--- src/hdl/assembler_token_splitter_defines.svh ---
// Assertion macros for the assembler token splitter.
// Used by the top level; expects signals clk and rst in scope.
`ifndef ASSEMBLER_TOKEN_SPLITTER_DEFINES_SVH
`define ASSEMBLER_TOKEN_SPLITTER_DEFINES_SVH
`ifndef SYNTHESIS
// same-cycle implication
`define ATS_ASSERT_NOW(label, ante, cons, msg) \
  label: assert property (@(posedge clk) disable iff (rst) (ante) |-> (cons)) \
    else $error(msg);
// next-cycle implication
`define ATS_ASSERT_NEXT(label, ante, cons, msg) \
  label: assert property (@(posedge clk) disable iff (rst) (ante) |=> (cons)) \
    else $error(msg);
`else
`define ATS_ASSERT_NOW(label, ante, cons, msg)
`define ATS_ASSERT_NEXT(label, ante, cons, msg)
`endif
`endif

--- src/hdl/ats_pkg.sv ---
// Shared types and character codes for the assembler token splitter.
// No dependencies; imported by ats_decode and assembler_token_splitter.
package ats_pkg;

  typedef enum logic [2:0] {
    MODE_IDLE,
    MODE_WORD,
    MODE_STRING,
    MODE_MEMORY,
    MODE_COMMENT
  } scan_mode_t;

  // scanner state apart from the line counter
  typedef struct packed {
    scan_mode_t  mode;
    logic [7:0]  length;
  } scan_state_t;

  // one result beat, line number travels beside it
  typedef struct packed {
    logic        char_valid;
    logic [7:0]  token_char;
    logic        token_end;
    logic        too_long;
  } tok_res_t;

  localparam logic [7:0] CH_LF     = 8'h0A;
  localparam logic [7:0] CH_CR     = 8'h0D;
  localparam logic [7:0] CH_TAB    = 8'h09;
  localparam logic [7:0] CH_SPACE  = 8'h20;
  localparam logic [7:0] CH_COMMA  = 8'h2C;
  localparam logic [7:0] CH_QUOTE  = 8'h27;
  localparam logic [7:0] CH_LBRACK = 8'h5B;
  localparam logic [7:0] CH_RBRACK = 8'h5D;
  localparam logic [7:0] CH_SEMI   = 8'h3B;

  localparam logic [7:0] MAX_CHARS_RST = 8'd255;

endpackage

--- src/hdl/ats_decode.sv ---
// Per-byte scanner decision: next state and up to two result beats.
// Pure combinational; depends on ats_pkg.
module ats_decode
  import ats_pkg::*;
#(
  parameter int LINE_BITS = 20
) (
  input  logic [7:0]           src_byte,
  input  logic                 fin,
  input  scan_state_t          state,
  input  logic [LINE_BITS-1:0] line_cnt,
  input  logic [7:0]           max_chars,
  output scan_state_t          state_next,
  output logic [LINE_BITS-1:0] line_next,
  output tok_res_t             res0,
  output tok_res_t             res1,
  output logic [LINE_BITS-1:0] line0,
  output logic [LINE_BITS-1:0] line1,
  output logic [1:0]           n_res
);

  localparam logic [LINE_BITS-1:0] LINE_MAX = '1;
  localparam tok_res_t END_ONLY = '{char_valid: 1'b0, token_char: 8'h00,
                                    token_end: 1'b1, too_long: 1'b0};

  logic       is_word, is_str, is_mem, is_cmt, enclosed, open_now, open_after;
  logic       is_lf, is_blank;
  logic       pre_end, add_en, add_end, fits;
  scan_mode_t mode_n;
  logic [7:0] len_n;
  logic [1:0] k;
  tok_res_t   rs0, rs1, add_r;

  assign is_word  = (state.mode == MODE_WORD);
  assign is_str   = (state.mode == MODE_STRING);
  assign is_mem   = (state.mode == MODE_MEMORY);
  assign is_cmt   = (state.mode == MODE_COMMENT);
  assign enclosed = is_str | is_mem;
  assign open_now = is_word | enclosed;
  assign is_lf    = (src_byte == CH_LF);
  assign is_blank = (src_byte == CH_CR) | (src_byte == CH_TAB) | (src_byte == CH_SPACE);

  // classify the byte: optional end mark, optional token byte, new mode
  always_comb begin
    pre_end = 1'b0;
    add_en  = 1'b0;
    add_end = 1'b0;
    mode_n  = state.mode;
    if (is_lf) begin
      pre_end = open_now;
      add_en  = 1'b1;
      add_end = 1'b1;
      mode_n  = MODE_IDLE;
    end else if (is_cmt) begin
      // comment text dropped
    end else if (is_blank) begin
      if (is_word) begin
        pre_end = 1'b1;
        mode_n  = MODE_IDLE;
      end else if (enclosed) begin
        add_en = 1'b1;
      end
    end else if (src_byte == CH_COMMA) begin
      if (enclosed) begin
        add_en = 1'b1;
      end else begin
        pre_end = is_word;
        add_en  = 1'b1;
        add_end = 1'b1;
        mode_n  = MODE_IDLE;
      end
    end else if (src_byte == CH_QUOTE) begin
      if (is_str) begin
        add_en  = 1'b1;
        add_end = 1'b1;
        mode_n  = MODE_IDLE;
      end else if (!is_word && !is_mem) begin
        add_en = 1'b1;
        mode_n = MODE_STRING;
      end
    end else if (src_byte == CH_LBRACK) begin
      if (is_str) begin
        add_en = 1'b1;
      end else if (!is_word && !is_mem) begin
        add_en = 1'b1;
        mode_n = MODE_MEMORY;
      end
    end else if (src_byte == CH_RBRACK) begin
      if (is_mem) begin
        add_en  = 1'b1;
        add_end = 1'b1;
        mode_n  = MODE_IDLE;
      end else if (is_str) begin
        add_en = 1'b1;
      end
    end else if (src_byte == CH_SEMI) begin
      if (is_word || enclosed) add_en = 1'b1;
      else mode_n = MODE_COMMENT;
    end else begin
      add_en = 1'b1;
      if (!enclosed) mode_n = MODE_WORD;
    end
  end

  // line counter, saturating
  assign line_next = (is_lf && line_cnt != LINE_MAX) ? line_cnt + 1'b1 : line_cnt;

  // token byte beat after an optional end mark (which clears the length)
  assign fits = (pre_end ? 8'd0 : state.length) < max_chars;
  always_comb begin
    add_r.char_valid = fits;
    add_r.token_char = fits ? src_byte : 8'h00;
    add_r.token_end  = add_end;
    add_r.too_long   = ~fits;
  end

  assign open_after = (mode_n == MODE_WORD) | (mode_n == MODE_STRING) |
                      (mode_n == MODE_MEMORY);

  // assemble beats, then close an open token on the final byte
  always_comb begin
    rs0   = END_ONLY;
    rs1   = END_ONLY;
    k     = 2'd0;
    len_n = state.length;
    if (pre_end) begin
      k     = 2'd1;
      len_n = 8'd0;
    end
    if (add_en) begin
      if (pre_end) rs1 = add_r;
      else rs0 = add_r;
      k = k + 2'd1;
      if (add_end) len_n = 8'd0;
      else if (fits) len_n = len_n + 8'd1;
    end
    if (fin) begin
      if (open_after) begin
        unique case (k)
          2'd0:    k = 2'd1;
          2'd1:    rs0.token_end = 1'b1;
          default: rs1.token_end = 1'b1;
        endcase
      end
      len_n = 8'd0;
    end
  end

  assign res0             = rs0;
  assign res1             = rs1;
  assign n_res            = k;
  assign state_next.mode   = fin ? MODE_IDLE : mode_n;
  assign state_next.length = len_n;
  // the newline token carries the new line; an end mark before it the old one
  assign line0 = (is_lf && !pre_end) ? line_next : line_cnt;
  assign line1 = line_next;

endmodule

--- src/hdl/assembler_token_splitter.sv ---
// Assembler token splitter: one source byte in, zero to two token beats out.
// Each byte is registered in the input stage and its beats in the result buffer.
// Throughput: one byte per cycle while each byte yields at most one beat and
// out_stall is low; a byte with two beats can stall input (two-entry result buffer).
// Reset (rst, synchronous): idle mode, token length 0, line 1, limit 255,
// pipeline and result buffer empty.
`include "assembler_token_splitter_defines.svh"

module assembler_token_splitter
  import ats_pkg::*;
#(
  parameter int LINE_BITS = 20
) (
  input  logic                 clk,
  input  logic                 rst,
  // configuration write
  input  logic                 cfg_valid,
  output logic                 cfg_ready,
  input  logic [7:0]           max_token_chars,
  // source bytes
  input  logic                 in_valid,
  output logic                 in_stall,
  input  logic [7:0]           source_byte,
  input  logic                 is_final,
  // token beats
  output logic                 out_valid,
  input  logic                 out_stall,
  output logic                 char_valid,
  output logic [7:0]           token_char,
  output logic                 token_end,
  output logic [LINE_BITS-1:0] line_number,
  output logic                 too_long
);

  logic [7:0]           max_chars;
  scan_state_t          st, st_next;
  logic [LINE_BITS-1:0] line_cnt, line_next;

  logic                 s_v;
  logic [7:0]           s_byte;
  logic                 s_fin;

  tok_res_t             head_res, spare_res, res0, res1;
  logic [LINE_BITS-1:0] head_line, spare_line, line0, line1;
  logic [1:0]           fill, fill_next, n_res;
  tok_res_t             head_res_next, spare_res_next;
  logic [LINE_BITS-1:0] head_line_next, spare_line_next;

  logic                 in_acc, pop, proc;

  // config register, always ready
  assign cfg_ready = 1'b1;
  always_ff @(posedge clk) begin
    if (rst) max_chars <= MAX_CHARS_RST;
    else if (cfg_valid && cfg_ready) max_chars <= max_token_chars;
  end

  // handshakes
  assign pop      = out_valid & ~out_stall;
  assign proc     = s_v & (({1'b0, fill} + {1'b0, n_res}) <= (3'd2 + {2'b00, pop}));
  assign in_stall = s_v & ~proc;
  assign in_acc   = in_valid & ~in_stall;

  // input register
  always_ff @(posedge clk) begin
    if (rst) s_v <= 1'b0;
    else if (in_acc) s_v <= 1'b1;
    else if (proc) s_v <= 1'b0;
  end
  always_ff @(posedge clk) begin
    if (in_acc) begin
      s_byte <= source_byte;
      s_fin  <= is_final;
    end
  end

  ats_decode #(.LINE_BITS(LINE_BITS)) u_decode (
    .src_byte   (s_byte),
    .fin        (s_fin),
    .state      (st),
    .line_cnt   (line_cnt),
    .max_chars  (max_chars),
    .state_next (st_next),
    .line_next  (line_next),
    .res0       (res0),
    .res1       (res1),
    .line0      (line0),
    .line1      (line1),
    .n_res      (n_res)
  );

  // scanner state
  always_ff @(posedge clk) begin
    if (rst) begin
      st.mode   <= MODE_IDLE;
      st.length <= 8'd0;
      line_cnt  <= {{(LINE_BITS-1){1'b0}}, 1'b1};
    end else if (proc) begin
      st       <= st_next;
      line_cnt <= line_next;
    end
  end

  // result buffer: head drives the ports, spare holds a second beat
  always_comb begin
    head_res_next   = head_res;
    head_line_next  = head_line;
    spare_res_next  = spare_res;
    spare_line_next = spare_line;
    fill_next       = fill;
    if (pop) begin
      head_res_next  = spare_res;
      head_line_next = spare_line;
      fill_next      = fill_next - 2'd1;
    end
    if (proc && n_res != 2'd0) begin
      if (fill_next == 2'd0) begin
        head_res_next  = res0;
        head_line_next = line0;
      end else begin
        spare_res_next  = res0;
        spare_line_next = line0;
      end
      fill_next = fill_next + 2'd1;
      if (n_res == 2'd2) begin
        spare_res_next  = res1;
        spare_line_next = line1;
        fill_next       = fill_next + 2'd1;
      end
    end
  end

  always_ff @(posedge clk) begin
    if (rst) fill <= 2'd0;
    else fill <= fill_next;
  end
  always_ff @(posedge clk) begin
    head_res   <= head_res_next;
    head_line  <= head_line_next;
    spare_res  <= spare_res_next;
    spare_line <= spare_line_next;
  end

  assign out_valid   = (fill != 2'd0);
  assign char_valid  = head_res.char_valid;
  assign token_char  = head_res.token_char;
  assign token_end   = head_res.token_end;
  assign too_long    = head_res.too_long;
  assign line_number = head_line;

  // checks
  `ATS_ASSERT_NOW(a_fill_bound, 1'b1, fill <= 2'd2, "result buffer overfilled")
  `ATS_ASSERT_NOW(a_stall_needs_item, in_stall, s_v, "input stalled with empty stage")
  `ATS_ASSERT_NEXT(a_line_mono, 1'b1, line_cnt >= $past(line_cnt), "line counter went back")
  `ATS_ASSERT_NEXT(a_final_idle, proc && s_fin, st.mode == MODE_IDLE && st.length == 8'd0,
                   "scanner not idle after final byte")

endmodule

--- config.mk ---
export PLATFORM = sky130hd
export DESIGN_NAME = assembler_token_splitter
export DESIGN_NICKNAME = d
export VERILOG_FILES = /design/src/hdl/ats_pkg.sv /design/src/hdl/ats_decode.sv /design/src/hdl/assembler_token_splitter.sv
export VERILOG_INCLUDE_DIRS = /design/src /design/src/hdl
export SDC_FILE = /design/constraint.sdc
export NUM_CORES = 1
export LEC_CHECK = 0
export BUFFER_PORTS_ARGS = -buffer_cell sky130_fd_sc_hd__buf_4
export CORE_ASPECT_RATIO = 1.5
export CORE_MARGIN = 2
export CORE_UTILIZATION = 25
export DETAILED_ROUTE_END_ITERATION = 10
export PLACE_DENSITY_LB_ADDON = 0.05
export REMOVE_ABC_BUFFERS = 1
export SLEW_MARGIN = 25
export SYNTH_ARGS = -nofsm -noshare
export SYNTH_HDL_FRONTEND = slang
export SYNTH_SLANG_ARGS = --single-unit
--- constraint.sdc ---
create_clock -name clk -period 6.2 [get_ports clk]
set_input_delay 0.31 -clock clk [delete_from_list [all_inputs] [get_ports clk]]
set_output_delay 0.31 -clock clk [all_outputs]
set_load 0.1 [all_outputs]
### Word-level counts from Yosys, hierarchy flattened

Cells that the tools add are included.

| word-level totals | value |
|---|---|
| register bits | 113 |
| bits of input ports | 22 |
| output and inout bits | 34 |
| word-level logic and storage cells | 163 |

| cells by class | value |
|---|---|
| $add $sub $neg | 8 |
| $lt $le $gt $ge | 2 |
| eq/ne operators | 20 |
| muxes and demuxes | 86 |
| bitwise gates (word level) | 14 |
| reduce and logical (&&, ||, !) cells | 15 |

Operator list:

| cell | number |
|---|---|
| two-way mux 20 bit | 7 |
| two-way mux 11 bit | 9 |
| two-way mux 3 bit | 18 |
| two-way mux 8 bit | 6 |
| two-way mux 1 bit | 39 |
| == test 8 x 6 -> 1 bit, second input constant | 4 |
| == test 8 x 4 -> 1 bit, second input constant | 3 |
| adder 20 x 1 -> 20 bit, second input constant | 1 |
| != test 20 bit, second input constant | 1 |
| == test 8 x 7 -> 1 bit, second input constant | 2 |
| two-way mux 2 bit | 7 |
| == test 3 x 2 -> 1 bit, second input constant | 4 |
| adder 8 x 1 -> 8 bit, second input constant | 1 |
| less-than comparator 8 bit | 1 |
| == test 3 x 1 -> 1 bit, second input constant | 2 |
| bitwise OR 1 bit | 6 |
| nonzero test 2 bit | 3 |
| adder 2 x 1 -> 2 bit, second input constant | 2 |
| AND 1 bit | 4 |
| logical AND 1 bit | 4 |
| logical NOT 2 bit | 2 |
| NOT 1 bit | 4 |
| adder 2 x 1 -> 3 bit, first input constant | 1 |
| adder 2 x 2 -> 3 bit | 1 |
| 11 further kinds | 13 |

### Depth between registers and ports, before layout

Gate-level depths: netlist of the first run.

| logic depth | value |
|---|---|
| depth after elaboration | 25 |
| depth in mapped cells | 21 |
| mapped depth without buffers | 20 |

### Cells and area by module

From an unflattened synthesis of the first run, not the netlist that was laid out.

| unflattened totals | value |
|---|---|
| cells, all modules | 732 |
| area, all modules | 6752.7 um^2 |

By module, submodules not included:

| module | instances | cells each | area each (um^2) | seq. area each (um^2) |
|---|---|---|---|---|
| assembler_token_splitter | 1 | 412 | 4543.1 | 2662.6 |
| ats_decode | 1 | 320 | 2209.6 | 0.0 |

### Least setup slack after synthesis of the first run

Ideal clock, no wire load.

| path | value |
|---|---|
| path kind | flip-flop to flip-flop |
| start | register s_byte[2] |
| end | register spare_line[0], enable pin |
| arrival | 5.236 ns |
| data required time | 5.771 ns |
| slack | 0.534 ns |
| stages on the path, launching flop included | 17 |
| clock period less this slack | 5.666 ns |
| path through | edfxtp_1 -> buf_6 -> or4b_4 -> a211o_1 -> nand3_1 -> o2bb2ai_1 -> nand2_1 -> ha_1 -> nand2b_1 -> o31a_1 -> and2_1 -> ha_1 -> inv_1 -> fa_1 -> o311ai_0 -> clkbuf_1 -> a21oi_1 |

| between the ends | value |
|---|---|
| longest elaborated chain between the ends | 19 |

Ends and longest elaborated chain:

| element | RTL line | RTL |
|---|---|---|
| from (decl) | assembler_token_splitter.sv:40 | `logic [7:0] s_byte;` |
| from (signal assigned) | assembler_token_splitter.sv:72 | `s_byte <= source_byte;` |
| == test 8 x 6 -> 1 bit | ats_decode.sv:96 | `end else if (src_byte == CH_SEMI) begin` |
| two-way mux 3 bit or two-way mux 1 bit (tied branches) | ats_decode.sv:96 |  |
| two-way mux 3 bit or two-way mux 1 bit (tied branches) | ats_decode.sv:88 | `end else if (src_byte == CH_RBRACK) begin` |
| two-way mux 3 bit or two-way mux 1 bit (tied branches) | ats_decode.sv:81 | `end else if (src_byte == CH_LBRACK) begin` |
| two-way mux 3 bit or two-way mux 1 bit (tied branches) | ats_decode.sv:72 | `end else if (src_byte == CH_QUOTE) begin` |
| two-way mux 3 bit or two-way mux 1 bit (tied branches) | ats_decode.sv:63 | `end else if (src_byte == CH_COMMA) begin` |
| two-way mux 3 bit or two-way mux 1 bit (tied branches) | ats_decode.sv:56 | `end else if (is_blank) begin` |
| two-way mux 3 bit or two-way mux 1 bit (tied branches) | ats_decode.sv:54 | `end else if (is_cmt) begin` |
| [3 not listed] | - |  |
| bitwise OR 1 bit or two-way mux 2 bit (tied branches) | ats_decode.sv:117, ats_decode.sv:139 |  |
| two-way mux 2 bit | ats_decode.sv:138 | `if (open_after) begin` |
| two-way mux 2 bit (*) | ats_decode.sv:137 | `if (fin) begin` |
| adder 2 x 2 -> 3 bit | assembler_token_splitter.sv:60 | `assign proc = s_v & (({1'b0, fill} + {1'b0, n_res}) <= (3'd2 + {2'b00, pop}));` |
| <= comparator 3 bit | assembler_token_splitter.sv:60 |  |
| AND 1 bit | assembler_token_splitter.sv:60 |  |
| logical AND 1 bit | assembler_token_splitter.sv:116 | `if (proc && n_res != 2'd0) begin` |
| AND reduction 2 bit (no source line) (*) | - |  |
| to (signal assigned) | assembler_token_splitter.sv:141 | `spare_line <= spare_line_next;` |
| to (decl) | assembler_token_splitter.sv:44 | `logic [LINE_BITS-1:0] head_line, spare_line, line0, line1;` |

Mark *: on every way between the ends. The rest lies on a longest branch, timed or not.
A chain may end at the register's enable or synchronous reset.

### Worst setup path in the final report of the first run

| path | value |
|---|---|
| start | register s_byte[5] |
| end | register head_line[1], in the netlist line_number[1] |

| between the ends | value |
|---|---|
| longest elaborated chain between the ends | 19 |

Ends and longest elaborated chain:

| element | RTL line | RTL |
|---|---|---|
| == test 8 x 6 -> 1 bit | ats_decode.sv:96 |  |
| two-way mux 3 bit or two-way mux 1 bit (tied branches) | ats_decode.sv:96 |  |
| two-way mux 3 bit or two-way mux 1 bit (tied branches) | ats_decode.sv:88 |  |
| two-way mux 3 bit or two-way mux 1 bit (tied branches) | ats_decode.sv:81 |  |
| two-way mux 3 bit or two-way mux 1 bit (tied branches) | ats_decode.sv:72 |  |
| two-way mux 3 bit or two-way mux 1 bit (tied branches) | ats_decode.sv:63 |  |
| two-way mux 3 bit or two-way mux 1 bit (tied branches) | ats_decode.sv:56 |  |
| two-way mux 3 bit or two-way mux 1 bit (tied branches) | ats_decode.sv:54 |  |
| [4 not listed] | - |  |
| two-way mux 2 bit | ats_decode.sv:138 |  |
| two-way mux 2 bit | ats_decode.sv:137 |  |
| adder 2 x 2 -> 3 bit | assembler_token_splitter.sv:60 |  |
| <= comparator 3 bit | assembler_token_splitter.sv:60 |  |
| AND 1 bit | assembler_token_splitter.sv:60 |  |
| logical AND 1 bit | assembler_token_splitter.sv:116 |  |
| two-way mux 20 bit (*) | assembler_token_splitter.sv:116 |  |
| named net head_line_next[1] | assembler_token_splitter.sv:47 | `logic [LINE_BITS-1:0] head_line_next, spare_line_next;` |
| to (signal assigned) | assembler_token_splitter.sv:139 | `head_line <= head_line_next;` |
| to (decl) | assembler_token_splitter.sv:44 |  |

Mark *: on every way through the listed nets, which the timed path passes. The rest lies on a longest branch.

==> results of run 1 <==
[worst reg2reg max path, delay by kind of cell (launching register included)]
| family | cells | cell delay (ns) |
|---|---|---|
| compound gates | 3 | 0.64 |
| flops | 1 | 0.54 |
| mux | 1 | 0.22 |
| buf+inv | 3 | 0.54 |
| simple gates | 9 | 2.26 |
| fa+ha+maj | 3 | 1.12 |
[flip-flops by register name, summed over array words and instances (netlist names), 8 cells and up]
name,flops
spare_line,20
max_chars,8
token_char,8
line_number,20
st,11
s_byte,8
line_cnt,20
spare_res,11
[layer usage]
| metal | global-route usage | share of wire |
|---|---|---|
| met5 | 0 | 0 |
| met4 | 0.06808 | 0.037 |
| met3 | 0.03010 | 0.024 |
| met2 | 0.2740 | 0.54 |
| met1 | 0.1645 | 0.40 |
[cell usage after synthesis, types with 9 or more instances]
master and n:
clkbuf_1 31, inv_1 29, xnor2_1 27, nor2_1 52, xor2_1 17, nor3_1 26
nand2_1 68, mux2i_1 66, or3_1 9, o211ai_1 13, edfxtp_1 40, a21oi_1 28
nand4_1 17, buf_2 9, and2_1 12, o21ai_0 16, ha_1 15, dfxtp_1 73
nand3_1 27
[power by group through the flow]
stage	logic (W)	clock network [W]	registers (W)
after floorplan	0.000417	0	0.00169
after global placement	0.00139	0	0.00106
after detailed placement	0.00140	0	0.00106
after CTS	0.00140	0.00110	0.00105
after global routing	0.00146	0.00112	0.00107
final	0.00138	0.00106	0.00105
[worst max path at each step]
stage / from / endpoint / slack [ns]
6_report: s_byte[5] / line_number[1] / 0.79
5_1_grt: s_byte[5] / st[6] / 0.31
4_1_cts: s_byte[5] / line_number[1] / 0.75
3_5_place_dp: s_byte[5] / line_number[1] / 0.79
3_3_place_gp: s_byte[5] / token_char[0] / 0.92
2_1_floorplan: s_byte[1] / spare_line[0] / -0.73
[logic make-up after synthesis]
logic type,share of synthesized area
AND/OR/NAND/NOR,0.1929
AO/OA/AOI/OAI,0.1545
flip-flops,0.4063
buffers and inverters,0.05213
multiplexers,0.1031
XOR/XNOR,0.05881
adder cells (fa/ha/maj),0.03170
other,0.0005723
[area by class of cell]
cell class,instances,area share
repair buffers,65,0.06477
clock buffers,22,0.05987
inverters,30,0.01422
clock inverters,10,0.01959
multi-input cells,519,0.4528
well taps,333,0.05261
flip-flops and latches,113,0.3362
[stage by stage]
stage,TNS [ns],power [W]
3_5_place_dp,0,0.002466
3_3_place_gp,0,0.002452
6_report,0,0.003488
5_1_grt,0,0.003640
4_1_cts,0,0.003551
2_1_floorplan,-22.60,0.002108
==> metrics.md, run 1 <==
| Metric | Value |
|---|---|
| Initial Util | 0.2543 |
| Largest net degree at the start of global routing | 29 |
| CP startpoint kind | register |
| # IOs | 56 |
| # port buffers | 54 |
| Post-CTS Setup Repair Bufs | 0 |
| Setup Skew | 0.009976 ns |
| Clk pwr share | 0.303 |
| Hold Path Depth | 1 |
| Layout cells sized above 1 | 0.1502 |
| Area contributors post-synth | dfxtp_1 (22%), edfxtp_1 (18%), mux2i_1 (10%), nand2_1 (3.9%), xnor2_1 (3.6%) |
| RSZ-0062 raised after global routing | no |
| Gates resized, CTS repair | 0 |
| Switching fraction of total power | 0.4284 |
| Post-synthesis sequential area ratio | 0.4063 |
| Status | finished clean |
| Worst-margin pin slew | 0.9155 ns |
| # fillers | ~2,800 |
| Worst VDD drop | 0.2130 mV |
| Pwr Density | roughly 440 nW/um^2 |
| First-pass GRT wire length | 31,050 um |
| Most frequent cells in the layout | dfxtp_1 (73), nand2_1 (68), mux2i_1 (66) |
| Worst setup path category | reg -> reg |
| Required time worst endpoint | 6.54 ns |
| Clk buf depth | 2 |
| Worst R2R Path Depth | 19 |
| Number of global-route vias before repair | 5,447 |
| Sequential share of power | 0.300 |
| Async S/R FF share, synth | 0 |
| Critical path arrival | 5.75 ns |
| Die Wd | 136.2 um |
| Register area | approximately 2700 sq um |
| Antenna cells | 0 |
| Cells after DPL | 1,060 |
| Pint | 0.001993 W |
| YS warnings | 0 |
| Placed instance area | 7291 sq um |
| P&R area growth vs syn | 20.87% |
| Congestion Overflow GR | 0 |
| CTS H-tree lvls | 4 |
| Crit path cell chain | nor4bb_1 > and2_1 > nor2_1 > o2bb2ai_1 > nand2_1 > ha_1 > nand2b_1 > o31a_1 > and2_1 > ha_1 > inv_1 > fa_1 > o31ai_1 > nor2_1 > buf_4 > nand2_1 > nor2_4 > buf_4 > mux2i_1 |
| Hold_sp | source_byte[3] |
| Drc violations | 0 |
| Final hold vios | 0 |
| Final worst setup slack | 0.7892 ns |
| End of the worst hold path | s_byte[3] |
| R2R Setup Slk | 0.79 ns |
| Reg2reg end | line_number[1] |
| Drt total wl | 20,060 um |
| Rel. slew slack | 0.3841 |
| Crit path capture type | register |
| Combinational share of power | 0.397 |
| Final nets | 784 |
| Leading cell type in the layout, fill and taps excluded | dfxtp_1 |
| EDFF count, synth | 40 |
| Hold-fix buffers at CTS | 0 |
| Drt pass-1 iters | 4 |
| Die Area | 27,550 sq um |
| Share of the synthesized area in the top cell type | 0.2230 |
| Synth area leader | dfxtp_1 |
| Setup Viol. Count Final | 0 |
| Dpl hpwl | 14,850 um |
| Core box area | 25,760 sq um |
| Initial antenna violation count | 0 |
| CP top delay family | simple AND/OR/NAND/NOR gates |
| Fin Hold WS | 0.05894 ns |
| Max-Cap Viols | 0 |
| CTS Buf Count | 17 |
| GRT Util Overall | 0.1503 |
| CP max-delay cell | nor4bb_1 |
| Post-layout min period | 5.411 ns |
| Via-to-Cell Ratio | 4.953 |
| Post-route cell area | 7920 sq um |
| Buffers & Inverters on Critical Path | 3 |
| Post-layout util | 0.3074 |
| Clock insertion delay at the later pin of the skew report | 0.42 ns |
| Clk root buf | clkbuf_16 |
| Post-Syn Area | 6553 sq um |
| Final Max Slew Viols | 0 |
| Post-route ant nets | 0 |
| Fin cells | 1,092 |
| Drt wl/cell | around 18 um |
| NetSw | between 0.001 and 0.0015 W |
| CTS Sinks | 113 |
| Worst-path maximum fanout | 11 |
| Fmax achieved | between 150 and 200 MHz |
| Multi-input logic area | about 3600 sq um |
| Number of synthesized register bits | 113 |
| Initial DRC Count | about 280 |
| Clk pin slew, worst setup/hold paths | about 0.060 ns |
| Die height | 202.3 um |
| GP Congestion | about 0.83 |
| FF-to-FF Start | s_byte[5] |
| CTS tree | yes |
| Syn Inst Count | 711 |
| Number of placement rows | 72 |
| Hold WC Path Type | in -> reg |
| Post-Place Setup Slack | approximately 0.79 ns |
| Vias | 5,409 |
| Largest stage delay on the critical path | around 0.63 ns |
| Avg Cell Area, Syn | 9.216 sq um |
| Pleak | 2.880 nW |
| Post-synth cell types | 80 |
| CP Depth | 19 |
| Fin crit share | 0.8727 |
| Synth Flop Type | dfxtp_1 |
Power figures use the tool's default switching activity.
==> inputs of run 2 (changes only) <==
==> constraint.sdc (replaced) <==
create_clock -name clk -period 6.2 [get_ports clk]
set_input_delay 1.24 -clock clk [delete_from_list [all_inputs] [get_ports clk]]
set_output_delay 1.24 -clock clk [all_outputs]
set_load 0.1 [all_outputs]
==> metrics.md, run 2 (synthesized netlist as in run 1, its figures left out) <==
| Metric | Value |
|---|---|
| Status | finished clean |
| Die Wd | 136.2 um (unchanged) |
| Initial Util | 0.2543 (unchanged) |
| Worst R2R Path Depth | 20 (+1) |
| Vias | 5,462 (+0.98%) |
| Worst VDD drop | 0.1937 mV (-9.1%) |
| Dpl hpwl | 14,830 um (-0.12%) |
| Fin cells | 1,101 (+0.82%) |
| Final hold vios | 0 (unchanged) |
| Drt pass-1 iters | 5 (+1) |
| Setup Skew | 0.008719 ns (-0.001256 ns) |
| CTS Sinks | 113 (unchanged) |
| Clk root buf | clkbuf_16 |
| GRT Util Overall | 0.1543 (+0.003993) |
| Initial antenna violation count | 0 (unchanged) |
| Reg2reg end | st[6] |
| CTS tree | yes |
| Die height | 202.3 um (unchanged) |
| Post-layout min period | 5.856 ns (+0.4452 ns) |
| First-pass GRT wire length | 31,770 um (+2.3%) |
| Drt wl/cell | 18.65 um (+1.6%) |
| Setup Viol. Count Final | 0 (unchanged) |
| CP startpoint kind | register |
| Pwr Density | 423.9 nW/um^2 (-3.7%) |
| Die Area | 27,550 sq um (unchanged) |
| Fin crit share | 0.9445 (+0.07181) |
| Final nets | 793 (+1.1%) |
| Via-to-Cell Ratio | 4.961 (+0.15%) |
| Worst-path maximum fanout | 8 (-3) |
| Worst setup startpoint | s_byte[3] |
| Worst setup path category | reg -> out |
| Clk pin slew, worst setup/hold paths | 0.06 ns (about the same) |
| Drc violations | 0 (unchanged) |
| RSZ-0062 raised after global routing | no |
| Drt total wl | 20,540 um (+2.4%) |
| Layout cells sized above 1 | 0.1628 (+0.01256) |
| Initial DRC Count | 214 (-25%) |
| Core box area | 25,760 sq um (unchanged) |
| Pleak | 2.885 nW (+0.17%) |
| Antenna cells | 0 (unchanged) |
| Worst-margin pin slew | 1.010 ns (+0.09441 ns) |
| Critical path arrival | 4.62 ns (-1.13 ns) |
| Final worst setup slack | 0.3440 ns (-0.4452 ns) |
| Rel. slew slack | 0.3262 (-0.05791) |
| Clock insertion delay at the later pin of the skew report | 0.42 ns (about the same) |
| Critical Path End | in_stall |
| Largest net degree at the start of global routing | 35 (+21%) |
| Fin Hold WS | 0.4727 ns (+0.4138 ns) |
| # fillers | 2,770 (-0.36%) |
| Cells after DPL | 1,063 (+0.28%) |
| Clk buf depth | 2 (unchanged) |
| # IOs | 56 (unchanged) |
| R2R Setup Slk | 1.03 ns (+0.24 ns) |
| Hold WC Path Type | reg -> reg |
| CTS H-tree lvls | 4 (unchanged) |
| Congestion Overflow GR | 0 (unchanged) |
| Number of global-route vias before repair | 5,586 (+2.6%) |
| # port buffers | 54 (unchanged) |
| Most frequent cells in the layout | dfxtp_1 (73), buf_4 (73), nand2_1 (67) |
| Fmax achieved | 170.8 MHz (-7.6%) |
| Required time worst endpoint | 4.96 ns (-1.58 ns) |
| Post-route ant nets | 0 (unchanged) |
| FF-to-FF Start | s_byte[3] |
| GP Congestion | 0.8228 (-1.3%) |
| Post-Place Setup Slack | 0.4980 ns (-0.2936 ns) |
| Number of placement rows | 72 (unchanged) |
| Max-Cap Viols | 0 (unchanged) |
| Crit path capture type | primary output |
| Hold-fix buffers at CTS | 0 (unchanged) |
| Final Max Slew Viols | 0 (unchanged) |
| P&R area growth vs syn | 20.72% |
| CTS Buf Count | 17 (unchanged) |
==> run 2: changes by cell type in the layout (fill, tap and decap cells not counted), sizes merged <==
cell      change
buf           +9
clkbuf        +4
bufinv        -3
clkinv        +1
clkinvlp      -1
inv           -1
==> run 2: final cells by class <==
cell class | instances | area (sq um) | share of cell area
Multi-Input combinational cell | 519 | 3606 | 0.4559
Sequential cell | 113 | 2663 | 0.3366
Timing Repair Buffer | 74 | 559.3 | 0.07071
Clock buffer | 26 | 499.2 | 0.06311
Tap cell | 333 | 416.7 | 0.05267
Inverter | 30 | 112.6 | 0.01424
Clock inverter | 6 | 53.80 | 0.006802
==> run 2: report_power, final <==
group          internal, W  total [W]  leakage (nW)  switching (W)
Sequential        0.000948    0.00103         0.972      0.0000822
Clock             0.000589   0.000935         0.275       0.000346
Combinational     0.000342    0.00139          1.64        0.00105
==> run 2: layer usage <==
metal | global-route usage | up-vias | routed length, um
li1 | - | 2678 | -
met1 | 0.1607 | 2661 | 7966
met2 | 0.2900 | 94 | 11440
met3 | 0.03261 | 29 | 575
met4 | 0.06882 | 0 | 557
met5 | 0 | - | 0
==> run 2: per-stage QoR <==
| stage | total power (W) | area, sq um | setup TNS, ns | utilization |
|---|---|---|---|---|
| after floorplan | 0.002108 | 6324 | -45.08 | - |
| after global placement | 0.002431 | 7288 | 0 | 0.2829 |
| after detailed placement | 0.002442 | 7288 | 0 | 0.2829 |
| after CTS | 0.003400 | 7841 | 0 | 0.3043 |
| after global routing | 0.003509 | 7910 | 0 | 0.3070 |
| final | 0.003353 | 7910 | 0 | 0.3070 |
==> run 2: critical path, stage by stage (launching register included) <==
cell and delay [ns]:
edfxtp_1 0.48, or4b_4 0.58, a211o_1 0.38, nand3_1 0.12
o2bb2ai_2 0.14, nand2_2 0.14, ha_1 0.37, o31a_1 0.39
and2_1 0.18, ha_1 0.18, inv_1 0.06, fa_1 0.45
o31ai_2 0.27, nand2_1 0.11, inv_1 0.10, buf_6 0.23
==> run 2: worst min path at each step <==
stage                             from  cells after the start  slack [ns]      endpoint
after detailed placement         st[1]                      2        0.48         st[1]
after global placement           st[5]                      2        0.47         st[5]
after global routing      max_chars[5]                      2        0.51  max_chars[5]
final                            st[1]                      2        0.47         st[1]
after CTS                        st[5]                      2        0.49         st[5]
after floorplan                  st[1]                      2        0.43         st[1]
==> run 2: repair_timing <==
action / in CTS / in global routing
endpoints found under the setup margin: 0 / 1
endpoints found under the hold margin: 0 / 0
setup buffers: 0 / 6
resized for setup: 0 / 6
